### src/rtl/fjq_pkg.sv
package fjq_pkg;

    // Default configuration of the queue.
    localparam int QUEUE_DEPTH_DEF  = 16;
    localparam int MAX_DURATION_DEF = 15;

    // Fixed field widths.
    localparam int ID_W    = 16;
    localparam int TICK_W  = 32;
    localparam int DUR_W   = 4;
    localparam int QCNT_W  = 5;
    localparam int DONE_W  = 32;
    localparam int WAIT_W  = 48;

    // One stored job: id, arrival tick and (clamped) service duration.
    typedef struct packed {
        logic [ID_W-1:0]   id;
        logic [TICK_W-1:0] arrival;
        logic [DUR_W-1:0]  duration;
    } t_job_entry;

endpackage

### src/rtl/fjq_if.sv
interface fjq_in_if;
    logic                      valid;
    logic                      ready;
    logic                      job_arrives;
    logic [fjq_pkg::DUR_W-1:0] job_duration;

    modport source (output valid, output job_arrives, output job_duration, input ready);
    modport sink   (input valid, input job_arrives, input job_duration, output ready);
endinterface

interface fjq_out_if;
    logic                       valid;
    logic                       ready;
    logic                       job_started;
    logic                       server_busy;
    logic [fjq_pkg::ID_W-1:0]   serving_id;
    logic [fjq_pkg::QCNT_W-1:0] queue_count;
    logic                       arrival_dropped;
    logic [fjq_pkg::DONE_W-1:0] jobs_done;
    logic [fjq_pkg::WAIT_W-1:0] wait_total;

    modport source (
        output valid, output job_started, output server_busy, output serving_id,
        output queue_count, output arrival_dropped, output jobs_done, output wait_total,
        input ready
    );
    modport sink (
        input valid, input job_started, input server_busy, input serving_id,
        input queue_count, input arrival_dropped, input jobs_done, input wait_total,
        output ready
    );
endinterface

### src/rtl/fifo_job_queue_single_server.sv
// Single-server FIFO job queue. Every input transaction is one time tick that
// may carry an arriving job with its service duration; every tick yields exactly
// one result transaction describing the queue and the server after that tick.
// Each tick passes through the sequencer states ST_IDLE and ST_FIN: in the first the arriving job is written to
// the job memory and the head entry is read, and in the second the registered
// read data comes back and the head job starts if the server is idle. The job
// memory read is registered, which is why ST_FIN is needed, and a new tick is
// taken only back in ST_IDLE. When the queue is empty and a job arrives, the written
// entry is forwarded so the job can start in the same tick with zero wait. A
// finished result sits in an output register, so the next tick is accepted while
// it waits; only the completing cycle stalls while the output register is still
// full. A full queue drops the arriving job (it still consumes an id). The
// job-done count and the wait total saturate; ids and ticks wrap.
module fifo_job_queue_single_server #(
    parameter int QUEUE_DEPTH  = fjq_pkg::QUEUE_DEPTH_DEF,
    parameter int MAX_DURATION = fjq_pkg::MAX_DURATION_DEF
) (
    input  logic        i_clk,
    input  logic        i_rst_n,
    fjq_in_if.sink      i_job,
    fjq_out_if.source   o_res
);

    localparam int IW = (QUEUE_DEPTH > 1) ? $clog2(QUEUE_DEPTH) : 1;
    localparam int CW = $clog2(QUEUE_DEPTH + 1);
    localparam logic [IW-1:0] LAST_IDX = IW'(QUEUE_DEPTH - 1);
    localparam logic [CW-1:0] FULL_CNT = CW'(QUEUE_DEPTH);
    localparam logic [7:0]    MAX_DUR  = 8'(MAX_DURATION);

    // Sequencer states.
    localparam logic ST_IDLE = 1'b0;
    localparam logic ST_FIN  = 1'b1;

    // Control and architectural state.
    logic                        r_state,        n_state;
    logic [IW-1:0]               r_head,         n_head;
    logic [IW-1:0]               r_tail,         n_tail;
    logic [CW-1:0]               r_count,        n_count;
    logic [fjq_pkg::TICK_W-1:0]  r_tick,         n_tick;
    logic [fjq_pkg::ID_W-1:0]    r_next_id,      n_next_id;
    logic [fjq_pkg::DUR_W-1:0]   r_service_left, n_service_left;
    logic [fjq_pkg::ID_W-1:0]    r_current_id,   n_current_id;
    logic [fjq_pkg::DONE_W-1:0]  r_started,      n_started;
    logic [fjq_pkg::WAIT_W-1:0]  r_wait_sum,     n_wait_sum;
    logic                        r_out_valid,    n_out_valid;

    // Per-tick bookkeeping carried from ST_IDLE into ST_FIN.
    logic                        r_pop,          n_pop;
    logic                        r_use_fwd,      n_use_fwd;
    logic                        r_dropped,      n_dropped;
    logic [fjq_pkg::TICK_W-1:0]  r_tick_now,     n_tick_now;
    fjq_pkg::t_job_entry         r_fwd,          n_fwd;

    // Result register payload.
    logic                        r_o_started,    n_o_started;
    logic                        r_o_busy,       n_o_busy;
    logic [fjq_pkg::QCNT_W-1:0]  r_o_qcount,     n_o_qcount;
    logic                        r_o_dropped,    n_o_dropped;

    // Job memory ports.
    fjq_pkg::t_job_entry job_mem [QUEUE_DEPTH];
    logic                mem_we;
    logic [IW-1:0]       mem_wa;
    fjq_pkg::t_job_entry mem_wd;
    logic                mem_re;
    fjq_pkg::t_job_entry r_mem_rd;

    // Working signals.
    logic                          accept;
    logic                          out_free;
    logic                          push;
    logic [fjq_pkg::DUR_W-1:0]     dur_clamped;
    logic [CW-1:0]                 count_after_push;
    fjq_pkg::t_job_entry           head_entry;
    logic [fjq_pkg::TICK_W-1:0]    wait_ticks;
    logic [fjq_pkg::WAIT_W:0]      wait_add;
    logic [CW+fjq_pkg::QCNT_W-1:0] count_ext;

    assign accept   = (r_state == ST_IDLE) && i_job.valid;
    assign out_free = !r_out_valid || o_res.ready;

    assign i_job.ready = (r_state == ST_IDLE);

    assign o_res.valid           = r_out_valid;
    assign o_res.job_started     = r_o_started;
    assign o_res.server_busy     = r_o_busy;
    assign o_res.serving_id      = r_current_id;
    assign o_res.queue_count     = r_o_qcount;
    assign o_res.arrival_dropped = r_o_dropped;
    assign o_res.jobs_done       = r_started;
    assign o_res.wait_total      = r_wait_sum;

    // Durations above the configured maximum are clamped.
    always_comb begin
        if ({4'b0000, i_job.job_duration} > MAX_DUR) begin
            dur_clamped = MAX_DUR[fjq_pkg::DUR_W-1:0];
        end else begin
            dur_clamped = i_job.job_duration;
        end
    end

    assign push             = i_job.job_arrives && (r_count != FULL_CNT);
    assign count_after_push = r_count + CW'(push);

    // The memory write and the forwarded copy use the same entry; the head read uses r_head.
    assign mem_we = accept && push;
    assign mem_wa = r_tail;
    assign mem_wd = '{id: r_next_id + 16'd1, arrival: r_tick, duration: dur_clamped};
    assign mem_re = accept;

    always_ff @(posedge i_clk) begin
        if (mem_we) begin
            job_mem[mem_wa] <= mem_wd;
        end
        if (mem_re) begin
            r_mem_rd <= job_mem[r_head];
        end
    end

    // Head entry of the pop: forwarded when the queue was empty before the push.
    assign head_entry = r_use_fwd ? r_fwd : r_mem_rd;
    assign wait_ticks = r_tick_now - head_entry.arrival;
    assign wait_add   = {1'b0, r_wait_sum} + {17'd0, wait_ticks};

    always_comb begin
        n_state        = r_state;
        n_head         = r_head;
        n_tail         = r_tail;
        n_count        = r_count;
        n_tick         = r_tick;
        n_next_id      = r_next_id;
        n_service_left = r_service_left;
        n_current_id   = r_current_id;
        n_started      = r_started;
        n_wait_sum     = r_wait_sum;
        n_out_valid    = r_out_valid;
        n_pop          = r_pop;
        n_use_fwd      = r_use_fwd;
        n_dropped      = r_dropped;
        n_tick_now     = r_tick_now;
        n_fwd          = r_fwd;
        n_o_started    = r_o_started;
        n_o_busy       = r_o_busy;
        n_o_qcount     = r_o_qcount;
        n_o_dropped    = r_o_dropped;
        count_ext      = '0;

        if (r_out_valid && o_res.ready) begin
            n_out_valid = 1'b0;
        end

        unique case (r_state)
            ST_IDLE: begin
                if (accept) begin
                    // Arrival: take an id, then push or drop.
                    if (i_job.job_arrives) begin
                        n_next_id = r_next_id + 16'd1;
                    end
                    if (push) begin
                        n_tail = (r_tail == LAST_IDX) ? '0 : r_tail + IW'(1);
                    end
                    n_count    = count_after_push;
                    n_dropped  = i_job.job_arrives && !push;
                    n_pop      = (r_service_left == '0) && (count_after_push != '0);
                    n_use_fwd  = push && (r_count == '0);
                    n_fwd      = mem_wd;
                    n_tick_now = r_tick;
                    n_tick     = r_tick + 32'd1;
                    n_state    = ST_FIN;
                end
            end
            ST_FIN: begin
                if (out_free) begin
                    if (r_pop) begin
                        n_head       = (r_head == LAST_IDX) ? '0 : r_head + IW'(1);
                        n_count      = r_count - CW'(1);
                        n_current_id = head_entry.id;
                        n_service_left = (head_entry.duration != '0)
                                       ? head_entry.duration - 4'd1 : '0;
                        n_wait_sum   = wait_add[fjq_pkg::WAIT_W] ? '1
                                     : wait_add[fjq_pkg::WAIT_W-1:0];
                        if (r_started != '1) begin
                            n_started = r_started + 32'd1;
                        end
                    end else if (r_service_left != '0) begin
                        n_service_left = r_service_left - 4'd1;
                    end
                    count_ext   = {{fjq_pkg::QCNT_W{1'b0}}, n_count};
                    n_o_started = r_pop;
                    n_o_busy    = (n_service_left != '0);
                    n_o_qcount  = count_ext[fjq_pkg::QCNT_W-1:0];
                    n_o_dropped = r_dropped;
                    n_out_valid = 1'b1;
                    n_state     = ST_IDLE;
                end
            end
            default: begin
                n_state = ST_IDLE;
            end
        endcase
    end

    always_ff @(posedge i_clk) begin
        if (!i_rst_n) begin
            r_state        <= ST_IDLE;
            r_head         <= '0;
            r_tail         <= '0;
            r_count        <= '0;
            r_tick         <= '0;
            r_next_id      <= '0;
            r_service_left <= '0;
            r_current_id   <= '0;
            r_started      <= '0;
            r_wait_sum     <= '0;
            r_out_valid    <= 1'b0;
        end else begin
            r_state        <= n_state;
            r_head         <= n_head;
            r_tail         <= n_tail;
            r_count        <= n_count;
            r_tick         <= n_tick;
            r_next_id      <= n_next_id;
            r_service_left <= n_service_left;
            r_current_id   <= n_current_id;
            r_started      <= n_started;
            r_wait_sum     <= n_wait_sum;
            r_out_valid    <= n_out_valid;
        end
    end

    always_ff @(posedge i_clk) begin
        r_pop       <= n_pop;
        r_use_fwd   <= n_use_fwd;
        r_dropped   <= n_dropped;
        r_tick_now  <= n_tick_now;
        r_fwd       <= n_fwd;
        r_o_started <= n_o_started;
        r_o_busy    <= n_o_busy;
        r_o_qcount  <= n_o_qcount;
        r_o_dropped <= n_o_dropped;
    end

endmodule

### src/flat_wrapper.sv
// flat-port wrapper written by rule: the top's interface ports become plain ports
module fifo_job_queue_single_server_flat 
#(
    parameter int QUEUE_DEPTH  = fjq_pkg::QUEUE_DEPTH_DEF,
    parameter int MAX_DURATION = fjq_pkg::MAX_DURATION_DEF
)
  (i_clk, i_rst_n, i_job_valid, i_job_job_arrives, i_job_job_duration, i_job_ready, o_res_valid, o_res_job_started, o_res_server_busy, o_res_serving_id, o_res_queue_count, o_res_arrival_dropped, o_res_jobs_done, o_res_wait_total, o_res_ready);
  fjq_in_if i_job_i ();
  fjq_out_if o_res_i ();
  input  logic i_clk;
  input  logic i_rst_n;
  input wire logic [$bits(i_job_i.valid)-1:0] i_job_valid;
  input wire logic [$bits(i_job_i.job_arrives)-1:0] i_job_job_arrives;
  input wire logic [$bits(i_job_i.job_duration)-1:0] i_job_job_duration;
  output wire logic [$bits(i_job_i.ready)-1:0] i_job_ready;
  output wire logic [$bits(o_res_i.valid)-1:0] o_res_valid;
  output wire logic [$bits(o_res_i.job_started)-1:0] o_res_job_started;
  output wire logic [$bits(o_res_i.server_busy)-1:0] o_res_server_busy;
  output wire logic [$bits(o_res_i.serving_id)-1:0] o_res_serving_id;
  output wire logic [$bits(o_res_i.queue_count)-1:0] o_res_queue_count;
  output wire logic [$bits(o_res_i.arrival_dropped)-1:0] o_res_arrival_dropped;
  output wire logic [$bits(o_res_i.jobs_done)-1:0] o_res_jobs_done;
  output wire logic [$bits(o_res_i.wait_total)-1:0] o_res_wait_total;
  input wire logic [$bits(o_res_i.ready)-1:0] o_res_ready;
  assign i_job_i.valid = i_job_valid;
  assign i_job_i.job_arrives = i_job_job_arrives;
  assign i_job_i.job_duration = i_job_job_duration;
  assign i_job_ready = i_job_i.ready;
  assign o_res_valid = o_res_i.valid;
  assign o_res_job_started = o_res_i.job_started;
  assign o_res_server_busy = o_res_i.server_busy;
  assign o_res_serving_id = o_res_i.serving_id;
  assign o_res_queue_count = o_res_i.queue_count;
  assign o_res_arrival_dropped = o_res_i.arrival_dropped;
  assign o_res_jobs_done = o_res_i.jobs_done;
  assign o_res_wait_total = o_res_i.wait_total;
  assign o_res_i.ready = o_res_ready;
  fifo_job_queue_single_server #(.QUEUE_DEPTH(QUEUE_DEPTH), .MAX_DURATION(MAX_DURATION)) u_core (.i_clk(i_clk), .i_rst_n(i_rst_n), .i_job(i_job_i), .o_res(o_res_i));
endmodule
### config.mk
export PLATFORM = sky130hd
export DESIGN_NAME = fifo_job_queue_single_server_flat
export DESIGN_NICKNAME = d
export VERILOG_FILES = /design/src/rtl/fjq_pkg.sv /design/src/rtl/fjq_if.sv /design/src/rtl/fifo_job_queue_single_server.sv /design/src/flat_wrapper.sv
export SDC_FILE = /design/constraint.sdc
export NUM_CORES = 1
export LEC_CHECK = 0
export ABC_AREA = 1
export BUFFER_PORTS_ARGS = -buffer_cell sky130_fd_sc_hd__buf_4
export CAP_MARGIN = 20
export CORE_UTILIZATION = 35
export CTS_BUF_LIST = sky130_fd_sc_hd__clkbuf_16
export DETAILED_ROUTE_END_ITERATION = 10
export SYNTH_ARGS = -nofsm -noshare
export SYNTH_HDL_FRONTEND = slang
export SYNTH_SLANG_ARGS = --single-unit
### constraint.sdc
create_clock -name i_clk -period 4.25 [get_ports i_clk]
set_input_delay 0.425 -clock i_clk [delete_from_list [all_inputs] [get_ports i_clk]]
set_output_delay 0.425 -clock i_clk [all_outputs]
set_load 0.03 [all_outputs]
After elaboration in Yosys (flattened, before gate mapping):

Memories as Yosys holds them, arrays and structs flattened. A register that Yosys moved wholly into a read port is not among the register bits.
Index checks and enable logic that the tools add are counted.
Widths: inputs -> output; s select.

* register bits: 226
* RAM bits: 832
* output and inout bits: 106
* word-level logic and storage cells: 84
* memories kept: 1

Memories
* u_core.job_mem: words 16, width 52, rd ports 1, clocked after memory_dff 1, write ports 1, RTL line fifo_job_queue_single_server.sv:61 `fjq_pkg::t_job_entry job_mem [QUEUE_DEPTH];`

* add/subtract/negate cells: 11
* eq/ne operators: 6
* mux-type cells: 21
* bitwise logic cells: 1
* reduce and logical (&&, ||, !) cells: 23

Operator list (number)
* $add 32x1->32 const B: 2
* $mux 52: 1
* $add 48x32->49: 1
* $mux 48: 1
* $ne 32x32->1 const B: 1
* $sub 32x32->32: 1
* $mux 4: 7
* $add 16x1->16 const B: 1
* $mux 5: 3
* $reduce_bool 4->1: 3
* $pmux 5 s2: 1
* $reduce_and 3->1: 3
* $add 4x1->4 const B: 2
* $eq 4x4->1 const B: 2
* $sub 4x1->4 const B: 2
* $logic_and 1x1->1: 7
* $mux 1: 7
* $reduce_and 2->1: 3
* $add 5x1->5: 1
* $logic_not 5->1: 1
* $ne 5x5->1 const B: 1
* $reduce_bool 5->1: 1
* $sub 5x1->5 const B: 1
* $logic_not 4->1: 1
* other kinds (7): 8

Longest topological paths before layout:

* depth after elaboration: 7
* mapped depth: 31
* mapped depth without buffers: 29

Worst setup path before layout:

No wires, ideal clock.

* kind: register to register
* from: reg u_core.r_use_fwd
* to: reg u_core.r_wait_sum, in the netlist u_core.o_res.wait_total[43]
* setup time: 128 ps
* data arrival time: 4221 ps
* setup slack: -99 ps
* stages on the path, launching flop included: 28
* path buffers: 4
* cells stage by stage: edfxtp_1 -> buf_2 -> inv_1 -> clkbuf_1 -> clkbuf_1 -> o21ai_0 -> ha_1 -> fa_1 -> nor3_1 -> nor2_1 -> o21ai_0 -> nand2_1 -> nand2_1 -> nand3_1 -> nand3_1 -> nand2_1 -> ha_1 -> nand2_1 -> nor2_1 -> o21ai_0 -> nand2_1 -> a21oi_1 -> nand2_2 -> nand3_2 -> buf_2 -> nand2_1 -> nor2_1 -> nor2_1

* word-level cells in the longest chain between the ends: 4

RTL lines
* from (decl): RTL line fifo_job_queue_single_server.sv:49 `logic r_use_fwd, n_use_fwd;`
* from (signal assigned): RTL line fifo_job_queue_single_server.sv:233 `r_use_fwd <= n_use_fwd;`
* $mux 52: RTL line fifo_job_queue_single_server.sv:121 `assign head_entry = r_use_fwd ? r_fwd : r_mem_rd;`
* $sub 32x32->32: RTL line fifo_job_queue_single_server.sv:122 `assign wait_ticks = r_tick_now - head_entry.arrival;`
* $add 48x32->49: RTL line fifo_job_queue_single_server.sv:123 `assign wait_add = {1'b0, r_wait_sum} + {17'd0, wait_ticks};`
* $mux 48: RTL line fifo_job_queue_single_server.sv:180 `n_wait_sum = wait_add[fjq_pkg::WAIT_W] ? '1`
* to (signal assigned): RTL line fifo_job_queue_single_server.sv:226 `r_wait_sum <= n_wait_sum;`
* to (decl): RTL line fifo_job_queue_single_server.sv:44 `logic [fjq_pkg::WAIT_W-1:0] r_wait_sum, n_wait_sum;`

Every way passes these cells.
A chain may end at the register's enable or synchronous reset.

Worst setup path after layout:

* from: reg u_core.r_use_fwd
* to: reg u_core.r_wait_sum, in the netlist u_core.o_res.wait_total[13]

Same word-level chain as after synthesis.

==> results.sh <==
export IMPL_core_outline_area_um2=138000
export IMPL_synth_fa_ha_area_share_pct=2.19
export IMPL_achievable_frequency_ghz=0.245
export IMPL_critPathMaxFanout=25
export IMPL_utilization_pct=40.8
export IMPL_p_sw_mw=6.56
export IMPL_detailed_route_wire_length_mm=130
export IMPL_timing_critical_path_from_type="register"
export IMPL_vias=33800
export IMPL_cts_inserted_buffers=109
export IMPL_place_area_um2=52300
export IMPL_yosysSeqAreaShare_pct=65.1
export IMPL_die_area_um2=141000
export IMPL_max_cap_violations=0
export IMPL_post_drt_via_cell_ratio=5.24
export IMPL_floorplan_io_pins=115
export IMPL_clock_sink_count=1110
export IMPL_number_of_enable_flip_flop_cells_after_synthesis=947
export IMPL_synth_flop_cell="edfxtp_1"
export IMPL_clk_transition_reported_paths_ns=0.06
export IMPL_max_slew_worst_pin_slew_ns=1.08
export IMPL_clock_insertion_delay_worst_skew_ns=0.72
export IMPL_synthesis_nets=4490
export IMPL_worst_setup_path_type="register to register"
export IMPL_post_synth_xor_area_fraction_pct=1.96
export IMPL_cts_tree="yes"
export IMPL_mostFrequentLayoutCell="edfxtp_1"
export IMPL_worst_setup_path_end_kind="register"
export IMPL_min_period_over_period_pct=96.0
export IMPL_post_synth_and_or_nand_nor_area_fraction_pct=14.3
export IMPL_die_width_um=375
export IMPL_timing_final_setup_violations=0
export IMPL_row_count=136
export IMPL_grt_overflow=0
export IMPL_p_seq_share_pct=48.9
export IMPL_intPower_mw=18.3
export IMPL_crit_required_ns=4.81
export IMPL_power_per_cell_area_nw_per_um2=443
export IMPL_run_status="completed"
export IMPL_synth_cells=4397
export IMPL_synth_top_family_by_area="simple AND/OR/NAND/NOR gates"
export IMPL_synthesis_area_um2=48700
export IMPL_timing_hold_violations_final=0
export IMPL_slew_headroom_pct=27.8
export IMPL_final_area_um2=56200
export IMPL_routed_wire_length_per_instance_um=20.2
export IMPL_antenna_found_initial=3
export IMPL_ys_warnings_count=0
export IMPL_worst_ep_arrival_time_ns=4.64
export IMPL_die_height_um=375
export IMPL_gr_usage_all_layers_pct=18.1
export IMPL_timing_hold_ws_ns=0.0705
export IMPL_rsz0062_at_grt="true"
export IMPL_grt_first_pass_wirelength_mm=196
export IMPL_area_growth_syn_to_layout_pct=15.5
export IMPL_synth_compound_gate_area_share_pct=10.1
export IMPL_min_delay_path_class="input port to register"
export IMPL_sw_frac_of_total_pct=26.4
export IMPL_route_detailed_drc=0
export IMPL_effective_utilization_at_floorplan_pct=35.4
export IMPL_fin_nets=4655
export IMPL_share_of_flip_flops_with_an_asynchronous_set_or_reset_after_synthesis_pct=0
export IMPL_ys_types=51
export IMPL_routabilityCongestion=0.925
export IMPL_drt_pass1_iterations=5
export IMPL_fraction_of_layout_instances_using_a_drive_strength_above_1_pct=11.3
export IMPL_p_leak_nw=20.2
export IMPL_comb_power_share_pct=13.7
export IMPL_final_period_minus_worst_setup_slack_ns=4.08
export IMPL_report_final_slew_viol_count=0
export IMPL_ir_drop_v=0.000353
export IMPL_yosys_register_bits=1110
export IMPL_skew_ns=0.0365
export IMPL_first_global_vias=32000
export IMPL_synth_avg_cell_area_um2=11.1
export IMPL_clock_tree_htree_level_count=3
export IMPL_mostFrequentLayoutCells="947 x edfxtp_1, 667 x nor2_1, 660 x nand2_1"
export IMPL_layoutNonFillerInstCount=6455
export IMPL_place_detailed_instances=6227
export IMPL_sum_of_net_half_perimeters_after_detailed_placement_mm=78.3
export IMPL_antenna_violating_nets_post_route=0
export IMPL_cts_root_buf="clkbuf_16"
export IMPL_first_iter_violations=3029
export IMPL_post_synth_mux_area_share_pct=2.43
export IMPL_max_clock_path_buffers=3
export IMPL_grt_max_degree=163
export IMPL_fraction_of_power_consumed_by_the_clock_network_pct=37.4
export IMPL_portBuffers=114
## power groups by stage
| stage | Clock (mW) | Sequential (mW) | Combinational (mW) |
|---|---|---|---|
| 2_1_floorplan | 0 | 12.4 | 2.10 |
| 3_3_place_gp | 0 | 12.4 | 3.19 |
| 3_5_place_dp | 0 | 12.4 | 3.21 |
| 4_1_cts | 9.49 | 12.2 | 3.23 |
| 5_1_grt | 9.88 | 12.2 | 3.76 |
| 6_report | 9.30 | 12.2 | 3.42 |
## layout make-up
| cell class | count | area [um^2] |
|---|---|---|
| antenna | 2 | 5.00 |
| timing repair buffer | 257 | 2190 |
| fill | 13000 | 81500 |
| clock buffer | 112 | 2800 |
| tap | 1794 | 2240 |
| inverter | 283 | 1080 |
| sequential | 1110 | 31700 |
| multi-input combinational | 2801 | 15500 |
| clock inverter | 96 | 631 |
## cells in the mapped netlist, types with 10 or more instances
cell type	count	area (um^2)
nor2_1	697	2620
a31oi_1	23	144
o21ai_0	333	1670
xnor2_1	38	333
edfxtp_1	947	28400
buf_1	19	71.3
nand4_1	33	206
inv_1	273	1020
o32ai_1	120	1050
ha_1	82	1030
o211ai_1	19	143
clkbuf_1	150	563
a21oi_1	181	906
nor3_1	53	265
nand2_1	672	2520
mux2i_1	118	1180
xor2_1	71	622
nor4_1	11	68.8
dfxtp_1	163	3260
nand3_1	195	976
buf_2	30	150
o221ai_1	89	780
o21bai_1	10	75.1
## registers in the layout, summed over array words and instances, names as in the netlist, 4 cells and up
register	cells
u_core.job_mem	832
u_core.r_fwd	52
u_core.r_mem_rd	52
u_core.o_res.wait_total	48
u_core.o_res.jobs_done	32
u_core.r_tick	32
u_core.o_res.serving_id	16
u_core.r_next_id	16
u_core.o_res.queue_count	5
u_core.r_count	5
u_core.mem_wa	4
u_core.r_head	4
u_core.r_service_left	4
## worst max-delay path, cell delays in order (launching register included)
cell	delay (ns)
edfxtp_1	0.50
buf_12	0.20
mux2i_1	0.12
ha_1	0.37
a21oi_2	0.26
o21ai_0	0.12
a21oi_1	0.23
o21ai_4	0.12
a21oi_1	0.23
xnor2_2	0.17
ha_1	0.32
nand2_1	0.12
inv_1	0.09
a21oi_1	0.19
nand2_1	0.12
a21oi_1	0.17
nand2_2	0.10
nand2_2	0.08
nand2_4	0.05
inv_4	0.24
a21oi_1	0.11
## layer usage
layer	GRT usage, %	wire length [um]	vias to the layer above
met5	0	0	-
met4	4.22	2590	0
met3	2.36	6700	177
met2	29.9	61600	940
met1	25.2	59400	16700
li1	-	-	16000
## cells by family (layout without fill, tap and decap cells)
kind of cell | Yosys count | in the layout
adders and majority gates | 84 | 84
DFF | 1110 | 1110
xor gates and xnor gates | 109 | 109
and+or+nand+nor | 1697 | 1697
muxes | 118 | 118
other | 0 | 2
buffers and inverters | 486 | 748
AOI/OAI and AO/OA | 793 | 793
## path summary, 6_finish.rpt
check                           depth (start not counted)  slack [ns]                            to        startpoint
worst max-delay path                                   20        0.17   u_core.o_res.wait_total[13]  u_core.r_use_fwd
worst min-delay path                                    3        0.07                u_core.r_state       i_job_valid
worst max register to register                         20        0.17   u_core.o_res.wait_total[13]  u_core.r_use_fwd
worst min register to register                          0        0.43  u_core.o_res.arrival_dropped  u_core.r_dropped
## per-stage QoR
stage / power, mW / TNS, ns / setup WS, ns
floorplan: 14.5 / 0 / 0.0360
global placement: 15.6 / -0.245 / -0.0879
detailed placement: 15.6 / -0.367 / -0.124
CTS: 24.9 / 0 / 0.00390
global route: 25.8 / -1.91 / -0.0859
finish: 24.9 / 0 / 0.171
## what timing repair did
action	in CTS	in global routing
pin swaps	0	6
hold buffers	5	0
endpoints found under the setup margin	4	48
endpoints found under the hold margin	69	0
resized for setup	1	96
setup buffers	0	6
cloned	0	0
Power figures use the tool's default switching activity.
